<file path="config.mk">
export PLATFORM = sky130hd
export DESIGN_NAME = udpt_ctrl
export DESIGN_NICKNAME = d
export VERILOG_FILES = /design/src/design/udpt_pkg.sv /design/src/design/udpt_ctrl.sv
export SDC_FILE = /design/constraint.sdc
export NUM_CORES = 1
export LEC_CHECK = 0
export BUFFER_PORTS_ARGS = -buffer_cell sky130_fd_sc_hd__buf_2
export CELL_PAD_IN_SITES_DETAIL_PLACEMENT = 0
export CELL_PAD_IN_SITES_GLOBAL_PLACEMENT = 1
export CORE_MARGIN = 8
export CORE_UTILIZATION = 30
export CTS_CLUSTER_DIAMETER = 30
export DETAILED_ROUTE_END_ITERATION = 6
export PLACE_DENSITY = 0.64
export SETUP_SLACK_MARGIN = 0.3
export SYNTH_ARGS = -nofsm -noshare
export SYNTH_HDL_FRONTEND = slang
export SYNTH_SLANG_ARGS = --single-unit
</file>
<file path="constraint.sdc">
create_clock -name i_clk -period 3.65 [get_ports i_clk]
set_input_delay 0 -clock i_clk [delete_from_list [all_inputs] [get_ports i_clk]]
set_output_delay 0 -clock i_clk [all_outputs]
set_load 0.01 [all_outputs]
</file>
<file path="src/design/udpt_pkg.sv">
// Package for the UDP port table engine: item structs, status and command codes,
// register indexes and reset values of the configuration registers.
// Depends on nothing; the top level and udpt_ctrl import it.
package udpt_pkg;

    // Command codes carried in the cmd field of an input item.
    localparam logic [1:0] CMD_BIND   = 2'd0;
    localparam logic [1:0] CMD_FREE   = 2'd1;
    localparam logic [1:0] CMD_LOOKUP = 2'd2;

    // Status codes carried in the status field of a result item.
    localparam logic [1:0] ST_OK        = 2'd0;
    localparam logic [1:0] ST_IN_USE    = 2'd1;
    localparam logic [1:0] ST_NO_FREE   = 2'd2;
    localparam logic [1:0] ST_NOT_BOUND = 2'd3;

    // Configuration register indexes and reset values.
    localparam logic       REG_EPH_LOW = 1'b0;
    localparam logic       REG_EPH_END = 1'b1;
    localparam logic [15:0] EPH_LOW_RST = 16'd32768;
    localparam logic [15:0] EPH_END_RST = 16'd60999;

    // One table entry: valid bit on top of an 8-bit owner.
    localparam int ENTRY_W = 9;

    typedef struct packed {
        logic [1:0]  cmd;
        logic [15:0] port;
        logic [7:0]  owner;
    } t_in_item;

    typedef struct packed {
        logic [1:0]  status;
        logic [15:0] port_out;
        logic [7:0]  owner_out;
    } t_out_item;

endpackage

</file>
<file path="src/design/udpt_ctrl.sv">
// Sequencer of the port table engine: clearing pass, read-modify-write of one
// entry per command, and the one-entry-per-cycle search for a free port.
// Depends on udpt_pkg; drives the ports of udpt_ram.
module udpt_ctrl #(
    parameter int PORT_COUNT = 65536,
    parameter int AW         = 16
) (
    input  logic                     i_clk,
    input  logic                     i_rst_n,
    input  logic                     i_start,
    input  udpt_pkg::t_in_item       i_item,
    input  logic [7:0]               i_owner_st,
    input  logic [15:0]              i_eph_low,
    input  logic [15:0]              i_eph_end,
    output logic                     o_busy,
    output logic                     o_done,
    output udpt_pkg::t_out_item      o_result,
    output logic                     o_we,
    output logic [AW-1:0]            o_waddr,
    output logic [udpt_pkg::ENTRY_W-1:0] o_wdata,
    output logic [AW-1:0]            o_raddr,
    input  logic [udpt_pkg::ENTRY_W-1:0] i_rdata
);
    import udpt_pkg::*;

    localparam logic [16:0]   PORT_LIM = 17'(PORT_COUNT);
    localparam logic [AW-1:0] LAST_ADDR = AW'(PORT_COUNT - 1);

    typedef enum logic [1:0] {S_CLEAR, S_IDLE, S_READ, S_SCAN} t_state;

    t_state      r_state, n_state;
    logic [1:0]  r_cmd, n_cmd;
    logic [15:0] r_port, n_port;
    logic [7:0]  r_owner, n_owner;
    logic [16:0] r_scan, n_scan;
    logic [AW-1:0] r_clr, n_clr;
    logic        r_done, n_done;
    t_out_item   r_result, n_result;

    logic [16:0] w_first;
    logic        w_first_ok;
    logic        w_port_ok;
    logic [16:0] w_next;
    logic        w_next_ok;
    logic        w_valid;

    // Start of the automatic search; port zero is never a candidate.
    assign w_first    = (i_eph_low == 16'd0) ? 17'd1 : {1'b0, i_eph_low};
    assign w_first_ok = (w_first < {1'b0, i_eph_end}) && (w_first < PORT_LIM);
    assign w_port_ok  = ({1'b0, i_item.port} < PORT_LIM);
    assign w_next     = r_scan + 17'd1;
    assign w_next_ok  = (w_next < {1'b0, i_eph_end}) && (w_next < PORT_LIM);
    assign w_valid    = i_rdata[ENTRY_W-1];

    // Next-state and memory access logic.
    always_comb begin
        n_state  = r_state;
        n_cmd    = r_cmd;
        n_port   = r_port;
        n_owner  = r_owner;
        n_scan   = r_scan;
        n_clr    = r_clr;
        n_done   = 1'b0;
        n_result = r_result;
        o_we     = 1'b0;
        o_waddr  = r_scan[AW-1:0];
        o_wdata  = '0;
        o_raddr  = i_item.port[AW-1:0];
        case (r_state)
            S_CLEAR: begin
                o_we    = 1'b1;
                o_waddr = r_clr;
                n_clr   = r_clr + AW'(1);
                if (r_clr == LAST_ADDR) begin
                    n_state = S_IDLE;
                end
            end
            S_IDLE: begin
                if (i_start) begin
                    n_cmd   = i_item.cmd;
                    n_port  = i_item.port;
                    n_owner = i_owner_st;
                    case (i_item.cmd)
                        CMD_BIND: begin
                            if (i_item.port == 16'd0) begin
                                if (w_first_ok) begin
                                    o_raddr = w_first[AW-1:0];
                                    n_scan  = w_first;
                                    n_state = S_SCAN;
                                end else begin
                                    n_done   = 1'b1;
                                    n_result = '{ST_NO_FREE, 16'd0, 8'd0};
                                end
                            end else if (w_port_ok) begin
                                n_state = S_READ;
                            end else begin
                                n_done   = 1'b1;
                                n_result = '{ST_IN_USE, i_item.port, 8'd0};
                            end
                        end
                        CMD_FREE, CMD_LOOKUP: begin
                            if (w_port_ok) begin
                                n_state = S_READ;
                            end else begin
                                n_done   = 1'b1;
                                n_result = '{ST_NOT_BOUND, i_item.port, 8'd0};
                            end
                        end
                        default: begin
                            n_done   = 1'b1;
                            n_result = '{ST_NOT_BOUND, i_item.port, 8'd0};
                        end
                    endcase
                end
            end
            S_READ: begin
                // Entry of the requested port arrives from the table.
                n_state = S_IDLE;
                n_done  = 1'b1;
                o_waddr = r_port[AW-1:0];
                case (r_cmd)
                    CMD_BIND: begin
                        if (w_valid) begin
                            n_result = '{ST_IN_USE, r_port, 8'd0};
                        end else begin
                            o_we     = 1'b1;
                            o_wdata  = {1'b1, r_owner};
                            n_result = '{ST_OK, r_port, r_owner};
                        end
                    end
                    CMD_FREE: begin
                        if (w_valid) begin
                            o_we     = 1'b1;
                            n_result = '{ST_OK, r_port, i_rdata[7:0]};
                        end else begin
                            n_result = '{ST_NOT_BOUND, r_port, 8'd0};
                        end
                    end
                    default: begin
                        if (w_valid) begin
                            n_result = '{ST_OK, r_port, i_rdata[7:0]};
                        end else begin
                            n_result = '{ST_NOT_BOUND, r_port, 8'd0};
                        end
                    end
                endcase
            end
            S_SCAN: begin
                // One candidate port checked per cycle, lowest first.
                if (!w_valid) begin
                    o_we     = 1'b1;
                    o_waddr  = r_scan[AW-1:0];
                    o_wdata  = {1'b1, r_owner};
                    n_done   = 1'b1;
                    n_result = '{ST_OK, r_scan[15:0], r_owner};
                    n_state  = S_IDLE;
                end else if (w_next_ok) begin
                    o_raddr = w_next[AW-1:0];
                    n_scan  = w_next;
                end else begin
                    n_done   = 1'b1;
                    n_result = '{ST_NO_FREE, 16'd0, 8'd0};
                    n_state  = S_IDLE;
                end
            end
            default: begin
                n_state = S_IDLE;
            end
        endcase
    end

    // State and registered outputs.
    always_ff @(posedge i_clk) begin
        if (!i_rst_n) begin
            r_state <= S_CLEAR;
            r_clr   <= '0;
            r_done  <= 1'b0;
        end else begin
            r_state <= n_state;
            r_clr   <= n_clr;
            r_done  <= n_done;
        end
        r_cmd    <= n_cmd;
        r_port   <= n_port;
        r_owner  <= n_owner;
        r_scan   <= n_scan;
        r_result <= n_result;
    end

    assign o_busy   = (r_state != S_IDLE);
    assign o_done   = r_done;
    assign o_result = r_result;

endmodule
</file>
==> results.cfg <==
[critical_path]
endpoint_kind = primary output
slowest_stage = edfxtp_1
cpPeakStageDelay_ns = 0.38
r2r_cells = 15
r2r_end = o_result[14]
critPathLaunchType = flip-flop
crit_chain = ha_2 > inv_2 > nor3_4 > buf_6 > xnor2_2 > inv_1 > ha_4 > a211oi_2 > o21ai_1 > a311o_1 > nor3_2 > nand2_2 > o21ba_4 > a221o_1 > buf_2
r2r-start = r_scan[2]
cp_top_family = compound AO/OA/AOI/OAI gates
criticalPathCategory = reg2out
arrival_ns = 3.50
cp_data_required_time_ns = 3.65
path_buf_inv = 4
r2r_slack_ns = 0.33
worstPathMaxFanout = 5

[sta]
period_needed_ns = 3.50
hold_viol_final = 0
finalSetupViolations = 0
maxSlewViolCount = 0
tns_ns = 0
tightest_slew_ns = 1.08
max_freq_ghz = 0.285
fin_crit_sh_pct = 96.0
fin_hold_ws_ns = 0.00901
rsz0062_at_grt = true
max-slew-margin-rel_pct = 27.9
fin_worst_skew_ns = 0.00907

[clocking]
root_buffer = clkbuf_16
h-tree-depth = 3
numCtsBuffers = 9
clk_path_buf_depth = 2
cts.clk_slew.worst_paths_ns = 0.06
cts_tree = done
clock_sinks = 88
clk_latency_ns = 0.34

[global_route]
overflow = 0
first_global_vias = 5371
grt_max_degree = 43
antenna_found_initial = 0
grt_usage_pct = 16.2
grt_first_pass_wirelength_mm = 29.9

[finish]
final.fill_count = 1774
layout.area.seq_mm2 = 0.00245
num-nets-final = 884
diodes = 0
drive_gt1_share_pct = 31.5
area_growth_pct = 38.5
multi_input_area_mm2 = 0.00304

[worst_hold_path]
min_to = r_scan[8]
worstHoldStart = i_eph_low[8]
whs_path_depth = 3
hold_path.class = in2reg

[drt]
drcViolationCount = 0
ant_nets = 0
drt-vias-per-instance = 5.15
firstDrtPassIters = 6
drtIter0Drc = 435
wl_per_cell_um = 19.2
vias = 5184
routed_wirelength_mm = 19.3

[logic_synthesis]
synthFlopType = edfxtp_1
yosys.area.top_type = edfxtp_1
synth_area_leaders = edfxtp_1, ha_1, dfxtp_1
synth_warnings = 0
synth_area_per_cell_um2 = 9.48
synth_area_mm2 = 0.00555
synth_edf_count = 69
synth_cells = 585
async_reset_ff_share_pct = 0
ys_types = 58
synth_nets = 697
synth_common_cells = nand2_1, edfxtp_1, inv_1, o21ai_0, ha_1
synth_most_common_cell = nand2_1
seq_area_frac_synth_pct = 44.2
synth_top_area_share_pct = 37.4
synth_seq_cells = 88

[power_and_ir_drop]
powerDensity_mw_per_mm2 = 293
power_w = 0.00225
cellLeakagePower_nw = 3.26
ir_drop_v = 0.000175

[place]
gp_congestion = 0.833
hpwl_mm = 14.5
port_buffers = 139

[floorplan]
die_area_mm2 = 0.0231
num_io_pins = 148
die_h_um = 152
die_x_um = 152
start_util_pct = 30.8
coreArea_mm2 = 0.0180
rows = 49

[job]
max_cap_viol_count = 0

[status]
status = finished clean
-- report_power, final --
group | total [W] | leakage [nW] | switching (W) | internal, W
sequential | 0.00108 | 0.786 | 0.00000438 | 0.00108
clock | 0.000896 | 0.142 | 0.000390 | 0.000505
combinational | 0.000272 | 2.33 | 0.000141 | 0.000130
total | 0.00225 | 3.26 | 0.000536 | 0.00172
-- worst max path at each step --
| stage | cells past startpoint | from | slack, ns | endpoint |
|---|---|---|---|---|
| 6_report | 15 | r_scan[0] | 0.15 | o_raddr[3] |
| 5_1_grt | 15 | r_scan[0] | -0.04 | o_raddr[3] |
| 4_1_cts | 14 | r_scan[6] | 0.18 | o_raddr[3] |
| 3_5_place_dp | 14 | r_scan[0] | 0.18 | r_scan[15] |
| 3_3_place_gp | 14 | r_scan[0] | 0.27 | r_scan[16] |
| 2_1_floorplan | 13 | r_scan[1] | 0.31 | r_scan[0] |
-- final cells by class --
type	instances	share of cell area [%]
multi-input cells	409	39.5
clock inverters	4	0.358
repair buffers	214	18.6
flip-flops and latches	88	31.9
well taps	229	3.73
inverters	50	2.44
clock buffers	12	3.36
-- cell usage in the layout, fill, tap and decap left out, drive strengths merged, types with 11 or more instances in the layout --
master / instances
o21ai: 44
nand3: 20
ha: 34
nor2: 23
edfxtp: 69
clkbuf: 12
xnor2: 15
a21o: 11
mux2i: 18
nand4: 13
inv: 51
nand2: 75
buf: 179
dlygate4sd3: 35
and2: 19
a21oi: 16
a222oi: 16
dfxtp: 19
-- kinds of logic after synthesis --
group                      share of synthesized area (%)
AOI/OAI and AO/OA                                   16.5
DFF                                                 44.2
adders and majority gates                           7.67
buffers and inverters                               6.11
and+or+nand+nor                                     18.7
muxes                                               3.25
xor gates and xnor gates                            3.63
-- through the flow --
stage	worst slack (ns)	util, %	instances	area [um^2]
2_1_floorplan	0.312	-	585	5550
3_3_place_gp	0.273	36.6	940	6600
3_5_place_dp	0.184	36.6	940	6600
4_1_cts	0.184	41.4	1001	7470
5_1_grt	-0.0438	42.6	1006	7680
6_report	0.146	42.6	1006	7680
-- timing repair --
| item | 4_1_cts | 5_1_grt |
|---|---|---|
| gates resized for setup | 26 | 36 |
| pin swaps | 16 | 22 |
| endpoints found under the setup margin | 59 | 59 |
| endpoints found under the hold margin | 35 | 0 |
| hold buffers | 35 | 0 |
| setup buffers | 10 | 5 |
-- sequential cells by signal, indices dropped and copies added (netlist names) --
signal / cells
o_result: 26
r_scan: 17
r_clr: 16
r_port: 16
r_owner: 8
r_cmd: 2
r_state: 2
o_done: 1
-- metal layers --
| layer | global-route usage (%) | part of all wire [%] | wire [um] | vias to the layer above |
|---|---|---|---|---|
| met2 | 27.1 | 48 | 9320 | 180 |
| met4 | 4.43 | 1.2 | 224 | 0 |
| met3 | 2.71 | 5.6 | 1080 | 16 |
| met1 | 21.1 | 45 | 8670 | 2484 |
| li1 | - | - | - | 2504 |
| met5 | 0 | 0 | 0 | - |
-- tightest hold or removal path, cell delays in order --
cell,delay (ns)
buf_2,0.12
nand2_1,0.05
o21ai_0,0.06
No activity file was read; power rests on OpenSTA's default activity.
